===== src/rtl/brb_pkg.sv =====
// ----------------------------------------------------------------------------
// Byte ring buffer package
// Field widths, request codes and the command and status bundles shared by
// the controller, the datapath and the top level.
// ----------------------------------------------------------------------------
package brb_pkg;

   localparam int ACTION_W = 2;
   localparam int DATA_W   = 8;
   localparam int AMT_W    = 7;
   localparam int LEVEL_W  = 7;

   typedef enum logic [ACTION_W-1:0] {
      ACT_WRITE = 2'd0,
      ACT_PEEK  = 2'd1,
      ACT_READ  = 2'd2
   } action_type;

   typedef struct packed {
      logic do_write;
      logic do_refuse;
      logic do_ack;
      logic start_peek;
      logic start_run;
      logic emit_peek;
      logic emit_run;
   } brb_cmd_type;

   typedef struct packed {
      logic wr_ok;
      logic peek_ok;
      logic run_ok;
      logic amount_zero;
      logic out_free;
      logic run_last;
   } brb_stat_type;

endpackage


===== src/rtl/brb_req_if.sv =====
// ----------------------------------------------------------------------------
// Request channel
// Valid/ready channel that carries one request beat into the ring buffer.
// ----------------------------------------------------------------------------
interface brb_req_if;
   logic                         valid;
   logic                         ready;
   logic [brb_pkg::ACTION_W-1:0] action;
   logic [brb_pkg::DATA_W-1:0]   write_data;
   logic [brb_pkg::AMT_W-1:0]    amount;

   modport source (output valid, output action, output write_data, output amount,
                   input ready);
   modport sink   (input valid, input action, input write_data, input amount,
                   output ready);
endinterface


===== src/rtl/brb_rsp_if.sv =====
// ----------------------------------------------------------------------------
// Response channel
// Valid/ready channel that carries one result beat out of the ring buffer.
// ----------------------------------------------------------------------------
interface brb_rsp_if;
   logic                        valid;
   logic                        ready;
   logic [brb_pkg::DATA_W-1:0]  data_out;
   logic                        ok;
   logic                        last;
   logic [brb_pkg::LEVEL_W-1:0] level;
   logic                        full_res;

   modport source (output valid, output data_out, output ok, output last,
                   output level, output full_res, input ready);
   modport sink   (input valid, input data_out, input ok, input last,
                   input level, input full_res, output ready);
endinterface


===== src/rtl/brb_ram.sv =====
// ----------------------------------------------------------------------------
// Generic RAM
// One write port and one read port with registered read data.
// ----------------------------------------------------------------------------
module brb_ram #(
   parameter int WIDTH = 8,
   parameter int DEPTH = 64
) (
   input  logic                     clock,
   input  logic                     wr_en,
   input  logic [$clog2(DEPTH)-1:0] wr_addr,
   input  logic [WIDTH-1:0]         wr_data,
   input  logic                     rd_en,
   input  logic [$clog2(DEPTH)-1:0] rd_addr,
   output logic [WIDTH-1:0]         rd_data
);

   logic [WIDTH-1:0] mem_ff [DEPTH];
   logic [WIDTH-1:0] rd_data_ff;

   always_ff @(posedge clock) begin
      if (wr_en) begin
         mem_ff[wr_addr] <= wr_data;
      end
      if (rd_en) begin
         rd_data_ff <= mem_ff[rd_addr];
      end
   end

   assign rd_data = rd_data_ff;

endmodule


===== src/rtl/brb_ctrl.sv =====
// ----------------------------------------------------------------------------
// Ring buffer controller
// Accepts requests, sequences peeks and read runs and drives the datapath.
// ----------------------------------------------------------------------------
module brb_ctrl (
   input  logic                         clock,
   input  logic                         reset,
   input  logic                         req_valid,
   input  logic [brb_pkg::ACTION_W-1:0] req_action,
   output logic                         req_ready,
   input  brb_pkg::brb_stat_type        stat,
   output brb_pkg::brb_cmd_type         cmd
);
   import brb_pkg::*;

   typedef enum logic [1:0] {
      ST_IDLE,
      ST_PEEK,
      ST_RUN
   } state_type;

   state_type  state_ff;
   state_type  state_in;
   logic       accept;
   action_type action;

   assign action    = action_type'(req_action);
   assign req_ready = (state_ff == ST_IDLE) && stat.out_free;
   assign accept    = req_valid && req_ready;

   always_comb begin
      cmd      = '0;
      state_in = state_ff;
      unique case (state_ff)
         ST_IDLE: begin
            if (accept) begin
               unique case (action)
                  ACT_WRITE: begin
                     cmd.do_write  = stat.wr_ok;
                     cmd.do_refuse = !stat.wr_ok;
                  end
                  ACT_PEEK: begin
                     if (stat.peek_ok) begin
                        cmd.start_peek = 1'b1;
                        state_in       = ST_PEEK;
                     end else begin
                        cmd.do_refuse = 1'b1;
                     end
                  end
                  ACT_READ: begin
                     if (!stat.run_ok) begin
                        cmd.do_refuse = 1'b1;
                     end else if (stat.amount_zero) begin
                        cmd.do_ack = 1'b1;
                     end else begin
                        cmd.start_run = 1'b1;
                        state_in      = ST_RUN;
                     end
                  end
                  default: begin
                     cmd.do_refuse = 1'b1;
                  end
               endcase
            end
         end
         ST_PEEK: begin
            if (stat.out_free) begin
               cmd.emit_peek = 1'b1;
               state_in      = ST_IDLE;
            end
         end
         ST_RUN: begin
            if (stat.out_free) begin
               cmd.emit_run = 1'b1;
               if (stat.run_last) begin
                  state_in = ST_IDLE;
               end
            end
         end
         default: begin
            state_in = ST_IDLE;
         end
      endcase
   end

   always_ff @(posedge clock) begin
      if (reset) begin
         state_ff <= ST_IDLE;
      end else begin
         state_ff <= state_in;
      end
   end

endmodule


===== src/rtl/brb_dp.sv =====
// ----------------------------------------------------------------------------
// Ring buffer datapath
// Holds the ring memory, the read and write pointers, the run counter and
// the result register, and reports the checks the controller needs.
// ----------------------------------------------------------------------------
module brb_dp #(
   parameter int DEPTH = 64
) (
   input  logic                         clock,
   input  logic                         reset,
   input  logic [brb_pkg::DATA_W-1:0]   req_write_data,
   input  logic [brb_pkg::AMT_W-1:0]    req_amount,
   input  brb_pkg::brb_cmd_type         cmd,
   output brb_pkg::brb_stat_type        stat,
   input  logic                         rsp_ready,
   output logic                         rsp_valid,
   output logic [brb_pkg::DATA_W-1:0]   rsp_data_out,
   output logic                         rsp_ok,
   output logic                         rsp_last,
   output logic [brb_pkg::LEVEL_W-1:0]  rsp_level,
   output logic                         rsp_full_res
);
   import brb_pkg::*;

   localparam int ADDR_W = $clog2(DEPTH);
   localparam int PTR_W  = ADDR_W + 1;
   localparam int CMP_W  = (PTR_W > AMT_W) ? PTR_W : AMT_W;
   localparam logic [PTR_W-1:0] DEPTH_PTR = PTR_W'(DEPTH);

   logic [PTR_W-1:0]   wr_ptr_ff, wr_ptr_in;
   logic [PTR_W-1:0]   rd_ptr_ff, rd_ptr_in;
   logic [AMT_W-1:0]   run_left_ff, run_left_in;
   logic [PTR_W-1:0]   fill, fill_next;
   logic               load;
   logic               ram_rd_en;
   logic [ADDR_W-1:0]  ram_rd_addr;
   logic [DATA_W-1:0]  ram_rd_data;

   logic               rsp_valid_ff, rsp_valid_in;
   logic [DATA_W-1:0]  data_out_ff, data_out_in;
   logic               ok_ff, ok_in;
   logic               last_ff, last_in;
   logic [LEVEL_W-1:0] level_ff, level_in;
   logic               full_ff, full_in;

   assign fill = wr_ptr_ff - rd_ptr_ff;

   assign stat.wr_ok       = fill != DEPTH_PTR;
   assign stat.peek_ok     = CMP_W'(req_amount) < CMP_W'(fill);
   assign stat.run_ok      = CMP_W'(req_amount) <= CMP_W'(fill);
   assign stat.amount_zero = req_amount == '0;
   assign stat.out_free    = !rsp_valid_ff || rsp_ready;
   assign stat.run_last    = run_left_ff == AMT_W'(1);

   assign wr_ptr_in = wr_ptr_ff + PTR_W'(cmd.do_write);
   assign rd_ptr_in = rd_ptr_ff + PTR_W'(cmd.emit_run);
   assign fill_next = wr_ptr_in - rd_ptr_in;

   always_comb begin
      run_left_in = run_left_ff;
      if (cmd.start_run) begin
         run_left_in = req_amount;
      end else if (cmd.emit_run) begin
         run_left_in = run_left_ff - AMT_W'(1);
      end
   end

   assign ram_rd_en = cmd.start_peek || cmd.start_run || (cmd.emit_run && !stat.run_last);

   always_comb begin
      if (cmd.start_peek) begin
         ram_rd_addr = rd_ptr_ff[ADDR_W-1:0] + ADDR_W'(req_amount);
      end else begin
         ram_rd_addr = rd_ptr_in[ADDR_W-1:0];
      end
   end

   brb_ram #(
      .WIDTH (DATA_W),
      .DEPTH (DEPTH)
   ) u_ram (
      .clock   (clock),
      .wr_en   (cmd.do_write),
      .wr_addr (wr_ptr_ff[ADDR_W-1:0]),
      .wr_data (req_write_data),
      .rd_en   (ram_rd_en),
      .rd_addr (ram_rd_addr),
      .rd_data (ram_rd_data)
   );

   assign load = cmd.do_write || cmd.do_refuse || cmd.do_ack || cmd.emit_peek || cmd.emit_run;

   always_comb begin
      data_out_in  = data_out_ff;
      ok_in        = ok_ff;
      last_in      = last_ff;
      level_in     = level_ff;
      full_in      = full_ff;
      rsp_valid_in = rsp_valid_ff && !rsp_ready;
      if (load) begin
         rsp_valid_in = 1'b1;
         data_out_in  = (cmd.emit_peek || cmd.emit_run) ? ram_rd_data : '0;
         ok_in        = !cmd.do_refuse;
         last_in      = cmd.emit_run ? stat.run_last : 1'b1;
         level_in     = LEVEL_W'(fill_next);
         full_in      = fill_next == DEPTH_PTR;
      end
   end

   always_ff @(posedge clock) begin
      if (reset) begin
         wr_ptr_ff    <= '0;
         rd_ptr_ff    <= '0;
         run_left_ff  <= '0;
         rsp_valid_ff <= 1'b0;
      end else begin
         wr_ptr_ff    <= wr_ptr_in;
         rd_ptr_ff    <= rd_ptr_in;
         run_left_ff  <= run_left_in;
         rsp_valid_ff <= rsp_valid_in;
      end
      data_out_ff <= data_out_in;
      ok_ff       <= ok_in;
      last_ff     <= last_in;
      level_ff    <= level_in;
      full_ff     <= full_in;
   end

   assign rsp_valid    = rsp_valid_ff;
   assign rsp_data_out = data_out_ff;
   assign rsp_ok       = ok_ff;
   assign rsp_last     = last_ff;
   assign rsp_level    = level_ff;
   assign rsp_full_res = full_ff;

endmodule


===== src/rtl/byte_ring_buffer_with_peek.sv =====
// ----------------------------------------------------------------------------
// Byte ring buffer with peek
// A byte FIFO of DEPTH entries (a power of two) with write, peek and read-run
// requests on the req_chan channel and one result beat per byte on rsp_chan.
//
// Every request produces at least one result beat carrying success, fill level
// and full. Writes and refused requests have registered results, so they can
// be accepted back to back. A peek reads the ring memory, whose read data is
// registered, and loads the byte once the result register is free. A read run
// of N bytes reads its first byte, then emits one byte per cycle while the
// receiver takes the beats, with the last beat marked; no new request is taken
// during the run. The result register decouples the two sides: a new request
// is accepted while a finished beat is being taken in the same cycle. When the
// receiver stalls, the pending beat holds and the block waits without losing
// data. Reset empties the buffer and drops any pending beat; the ring memory
// itself is not cleared and needs no clearing pass.
// ----------------------------------------------------------------------------
module byte_ring_buffer_with_peek #(
   parameter int DEPTH = 64
) (
   input  logic      clock,
   input  logic      reset,
   brb_req_if.sink   req_chan,
   brb_rsp_if.source rsp_chan
);
   import brb_pkg::*;

   brb_cmd_type  cmd;
   brb_stat_type stat;

   brb_ctrl u_ctrl (
      .clock      (clock),
      .reset      (reset),
      .req_valid  (req_chan.valid),
      .req_action (req_chan.action),
      .req_ready  (req_chan.ready),
      .stat       (stat),
      .cmd        (cmd)
   );

   brb_dp #(
      .DEPTH (DEPTH)
   ) u_dp (
      .clock          (clock),
      .reset          (reset),
      .req_write_data (req_chan.write_data),
      .req_amount     (req_chan.amount),
      .cmd            (cmd),
      .stat           (stat),
      .rsp_ready      (rsp_chan.ready),
      .rsp_valid      (rsp_chan.valid),
      .rsp_data_out   (rsp_chan.data_out),
      .rsp_ok         (rsp_chan.ok),
      .rsp_last       (rsp_chan.last),
      .rsp_level      (rsp_chan.level),
      .rsp_full_res   (rsp_chan.full_res)
   );

endmodule

===== src/flat_wrapper.sv =====
// flat-port wrapper written by rule: the top's interface ports become plain ports
module byte_ring_buffer_with_peek_flat import brb_pkg::*;
#(
   parameter int DEPTH = 64
)
  (clock, reset, req_chan_valid, req_chan_action, req_chan_write_data, req_chan_amount, req_chan_ready, rsp_chan_valid, rsp_chan_data_out, rsp_chan_ok, rsp_chan_last, rsp_chan_level, rsp_chan_full_res, rsp_chan_ready);
  brb_req_if req_chan_i ();
  brb_rsp_if rsp_chan_i ();
  input  logic clock;
  input  logic reset;
  input wire logic [$bits(req_chan_i.valid)-1:0] req_chan_valid;
  input wire logic [$bits(req_chan_i.action)-1:0] req_chan_action;
  input wire logic [$bits(req_chan_i.write_data)-1:0] req_chan_write_data;
  input wire logic [$bits(req_chan_i.amount)-1:0] req_chan_amount;
  output wire logic [$bits(req_chan_i.ready)-1:0] req_chan_ready;
  output wire logic [$bits(rsp_chan_i.valid)-1:0] rsp_chan_valid;
  output wire logic [$bits(rsp_chan_i.data_out)-1:0] rsp_chan_data_out;
  output wire logic [$bits(rsp_chan_i.ok)-1:0] rsp_chan_ok;
  output wire logic [$bits(rsp_chan_i.last)-1:0] rsp_chan_last;
  output wire logic [$bits(rsp_chan_i.level)-1:0] rsp_chan_level;
  output wire logic [$bits(rsp_chan_i.full_res)-1:0] rsp_chan_full_res;
  input wire logic [$bits(rsp_chan_i.ready)-1:0] rsp_chan_ready;
  assign req_chan_i.valid = req_chan_valid;
  assign req_chan_i.action = req_chan_action;
  assign req_chan_i.write_data = req_chan_write_data;
  assign req_chan_i.amount = req_chan_amount;
  assign req_chan_ready = req_chan_i.ready;
  assign rsp_chan_valid = rsp_chan_i.valid;
  assign rsp_chan_data_out = rsp_chan_i.data_out;
  assign rsp_chan_ok = rsp_chan_i.ok;
  assign rsp_chan_last = rsp_chan_i.last;
  assign rsp_chan_level = rsp_chan_i.level;
  assign rsp_chan_full_res = rsp_chan_i.full_res;
  assign rsp_chan_i.ready = rsp_chan_ready;
  byte_ring_buffer_with_peek #(.DEPTH(DEPTH)) u_core (.clock(clock), .reset(reset), .req_chan(req_chan_i), .rsp_chan(rsp_chan_i));
endmodule

===== config.mk =====
export PLATFORM = sky130hd
export DESIGN_NAME = byte_ring_buffer_with_peek_flat
export DESIGN_NICKNAME = d
export VERILOG_FILES = /design/src/rtl/brb_pkg.sv /design/src/rtl/brb_req_if.sv /design/src/rtl/brb_rsp_if.sv /design/src/rtl/brb_ram.sv /design/src/rtl/brb_ctrl.sv /design/src/rtl/brb_dp.sv /design/src/rtl/byte_ring_buffer_with_peek.sv /design/src/flat_wrapper.sv
export SDC_FILE = /design/constraint.sdc
export NUM_CORES = 1
export LEC_CHECK = 0
export ABC_AREA = 1
export BUFFER_PORTS_ARGS = -buffer_cell sky130_fd_sc_hd__buf_2
export CORE_MARGIN = 3
export CORE_UTILIZATION = 40
export CTS_CLUSTER_SIZE = 28
export DETAILED_ROUTE_END_ITERATION = 7
export MAX_ROUTING_LAYER = met4
export PLACE_DENSITY = 0.57
export SYNTH_ARGS = -nofsm -noshare
export SYNTH_HDL_FRONTEND = slang
export SYNTH_HIERARCHICAL = 1
export SYNTH_SLANG_ARGS = --single-unit

===== constraint.sdc =====
create_clock -name clock -period 5.8 [get_ports clock]
set_input_delay 0.29 -clock clock [delete_from_list [all_inputs] [get_ports clock]]
set_output_delay 0.29 -clock clock [all_outputs]
set_load 0.05 [all_outputs]

==> flow_summary.yaml <==
status:
  status: "completed"
timing:
  drv_slew: 0
  relSlewSlack: 0.269
  worst_slew_pin_slew_ns: 1.10
  finalCriticalPeriod_ns: 5.32
  hold_viol: 0
  final.setup_skew_ns: 0.0144
  setup_viol: 0
  rsz0062_at_grt: "false"
  fin_crit_sh: 0.918
  max_freq_mhz: 188
  setup_tns_ns: 0
clocking:
  cts.clk_slew.worst_paths_ns: 0.06
  cts-buffers-inserted: 59
  cts_resized: 0
  clock-sinks: 562
  clk_latency_ns: 0.62
  post_cts.repair.setup_buffers: 0
  cts_hold_buf: 4
  cts-htree-levels: 2
  clockRootBuffer: "clkbuf_16"
  cts.path.max_buffers: 3
  tritoncts: "done"
global_routing:
  grt_max_degree: 108
  grt_pass1_wl_um: 96300
  antenna_found_initial: 0
  gr-total-overflow: 0
  grt_use_total: 0.205
  grt_pass1_vias: 15540
power_and_ir_drop:
  p_comb_frac: 0.074
  p_sw_frac: 0.232
  power_frac_clock: 0.418
  seqPwrFrac: 0.508
  p_sw_mw: 2.05
  peakVddDrop_mv: 0.212
  powerDensity_nw_per_um2: 327
  leakage_nw: 9.84
  power.internal_mw: 6.78
job:
  drv_cap: 0
floorplanning:
  die-area_um2: 63800
  die_h_um: 253
  start_util: 0.408
  rows: 89
  die_x_um: 253
  ios: 41
  design.core.area_um2: 59600
synth:
  ys_seq_area_frac: 0.684
  syn_nets: 2238
  synth_ff_type: "edfxtp_1"
  syn_avg_cell_area_um2: 11.1
  synth_edf_count: 538
  yosys_warnings: 6
  async_reset_ff_frac: 0
  ys_types: 38
  mappedNetlistArea_um2: 24300
  synthCells: 2185
  ys_ff_latch: 562
setup_path:
  r2r-end: "u_core/u_dp/u_ram/rd_data[3]$_DFFE_PP_"
  crit_required_ns: 6.16
  rr_worst_depth: 29
  crit_slowest_cell: "buf_4"
  rrSetupSlack_ns: 0.48
  crit_path_frequent_cell: "nand3_1"
  cp-end-kind: "flip-flop"
  r2r-start: "u_core/u_dp/wr_ptr_ff[0]$_SDFF_PP0_"
  cpPeakStageDelay_ns: 0.68
  cp_data_arrival_time_ns: 5.68
  start_kind: "flip-flop"
  crit_type: "flip-flop to flip-flop"
  crit_fanout: 67
place:
  gp_congestion: 0.841
  port_buffers: 40
  dp_hpwl_um: 36800
finish:
  final_util: 0.453
  synthToLayoutAreaGrowth_pct: 10.9
  antenna_cells: 0
  seqCellArea_um2: 16600
  layout_commonest_cell: "nand2_1"
  multi_input_area_um2: 6600
  drive_gt1_frac: 0.0824
  final_nets: 2261
  final_cell_mix: "nand2_1, edfxtp_1, nand3_1"
  fill_cells: 5390
route:
  ant_nets: 0
  first_iter_violations: 1461
  dr.pass1.iters: 5
  drc: 0
  vias_per_cell: 5.37
  num_vias: 16259
  wl_um: 63400
  wl_per_cell_um: 20.9
min_path:
  hold_end: "u_core/u_dp/run_left_ff[4]$_SDFFE_PP0P_"
  hold_class: "primary input to flip-flop"
  min_path_cells: 5
  worstHoldStart: "req_chan_amount[4]"
metrics by stage:
step / setup WS (ns) / std cells / power, mW / hold WS [ns] / area [um2]
finish: 0.478 / 3029 / 8.83 / 0.0800 / 27000
detailed placement: 0.519 / 2916 / 5.23 / 0.513 / 25100
global route: 0.0607 / 3029 / 9.12 / 0.0991 / 27000
floorplan: 1.73 / 2185 / 5.02 / 0.357 / 24300
global placement: 0.560 / 2916 / 5.22 / 0.476 / 25100
CTS: 0.496 / 3029 / 8.91 / 0.0383 / 27000
power groups by stage:
stage | clock, mW | combinational (mW) | sequential, mW
after detailed placement | 0 | 0.655 | 4.57
after CTS | 3.76 | 0.659 | 4.49
after floorplan | 0 | 0.391 | 4.62
final | 3.69 | 0.657 | 4.49
after global placement | 0 | 0.651 | 4.57
after global routing | 3.91 | 0.724 | 4.49
worst max-delay path, delay by kind of cell (launching register included):
kind / cells / cell delay [ns]
xor gates and xnor gates: 1 / 0.20
DFF: 1 / 0.41
adders and majority gates: 3 / 0.84
AOI/OAI and AO/OA: 2 / 0.39
buffers and inverters: 7 / 1.20
and+or+nand+nor: 16 / 1.93
how the worst max path moves through the flow:
stage | end | slack, ns | cells after the start | startpoint
after floorplan | u_core/u_dp/u_ram/rd_data[6]$_DFFE_PP_ | 1.73 | 32 | u_core/u_dp/wr_ptr_ff[0]$_SDFF_PP0_
after global routing | u_core/u_dp/u_ram/rd_data[0]$_DFFE_PP_ | 0.06 | 29 | u_core/u_dp/wr_ptr_ff[0]$_SDFF_PP0_
after CTS | u_core/u_dp/u_ram/rd_data[0]$_DFFE_PP_ | 0.50 | 29 | u_core/u_dp/wr_ptr_ff[0]$_SDFF_PP0_
after detailed placement | u_core/u_dp/u_ram/rd_data[6]$_DFFE_PP_ | 0.52 | 29 | u_core/u_dp/wr_ptr_ff[0]$_SDFF_PP0_
after global placement | u_core/u_dp/u_ram/rd_data[6]$_DFFE_PP_ | 0.56 | 29 | u_core/u_dp/wr_ptr_ff[0]$_SDFF_PP0_
final | u_core/u_dp/u_ram/rd_data[3]$_DFFE_PP_ | 0.48 | 29 | u_core/u_dp/wr_ptr_ff[0]$_SDFF_PP0_
state kept, by name (all words and copies together), names as in the netlist:
signal,flops
u_core/u_dp/u_ram/mem_ff,512
u_core/u_dp/rsp_data_out,8
u_core/u_dp/u_ram/rd_data,8
u_core/u_dp/rd_ptr_ff,7
u_core/u_dp/rsp_level,7
u_core/u_dp/run_left_ff,7
u_core/u_dp/wr_ptr_ff,7
u_core/u_ctrl/state_ff,2
u_core/u_dp/rsp_full_res,1
u_core/u_dp/rsp_last,1
u_core/u_dp/rsp_ok,1
u_core/u_dp/rsp_valid,1
layer usage:
layer	track usage	wire [um]
met3	0.0346	4540
met5	-	0
met1	0.280	28100
met4	0.0717	1870
met2	0.312	28900
cell usage after synthesis, types with 2 or more instances:
master    instances  share of area
a31oi_1           5         0.0013
nor2_2            4         0.0010
nand3_2           3         0.0012
nand2_2           6         0.0015
nor2_4            3         0.0014
buf_4            14         0.0043
nor4_1            9         0.0023
o21ai_0          10         0.0021
inv_2             3        0.00046
a21oi_1          13         0.0027
inv_1            79          0.012
buf_1            10         0.0015
edfxtp_1        538           0.66
nand4_1          16         0.0041
nand3_1         464          0.095
clkbuf_1         18         0.0028
buf_2            38         0.0078
ha_1             29          0.015
buf_8             2         0.0012
fa_1              3         0.0025
buf_6            35          0.016
xnor2_1           6         0.0022
o22ai_1           3        0.00077
nor3_1            8         0.0016
nand2_1         718           0.11
nor2_1           99          0.015
or2_2             2        0.00051
xor2_1           14         0.0050
dfxtp_1          24          0.020
final cells by class:
cell class	instances	share of cell area
Clock buffer	69	0.0569
Clock inverter	40	0.0129
Inverter	83	0.0118
Multi-Input combinational cell	1423	0.244
Sequential cell	562	0.616
Tap cell	773	0.0358
Timing Repair Buffer	79	0.0219
kinds of logic (layout without fill, tap and decap cells):
logic type                 count (synthesis)  after routing  synth area share
AOI/OAI and AO/OA                         33             33           0.00735
xor gates and xnor gates                  20             20           0.00720
adders and majority gates                 32             32            0.0174
buffers and inverters                    200            271            0.0469
DFF                                      562            562             0.684
and+or+nand+nor                         1338           1338             0.238
(Power assumes the default switching activity.)
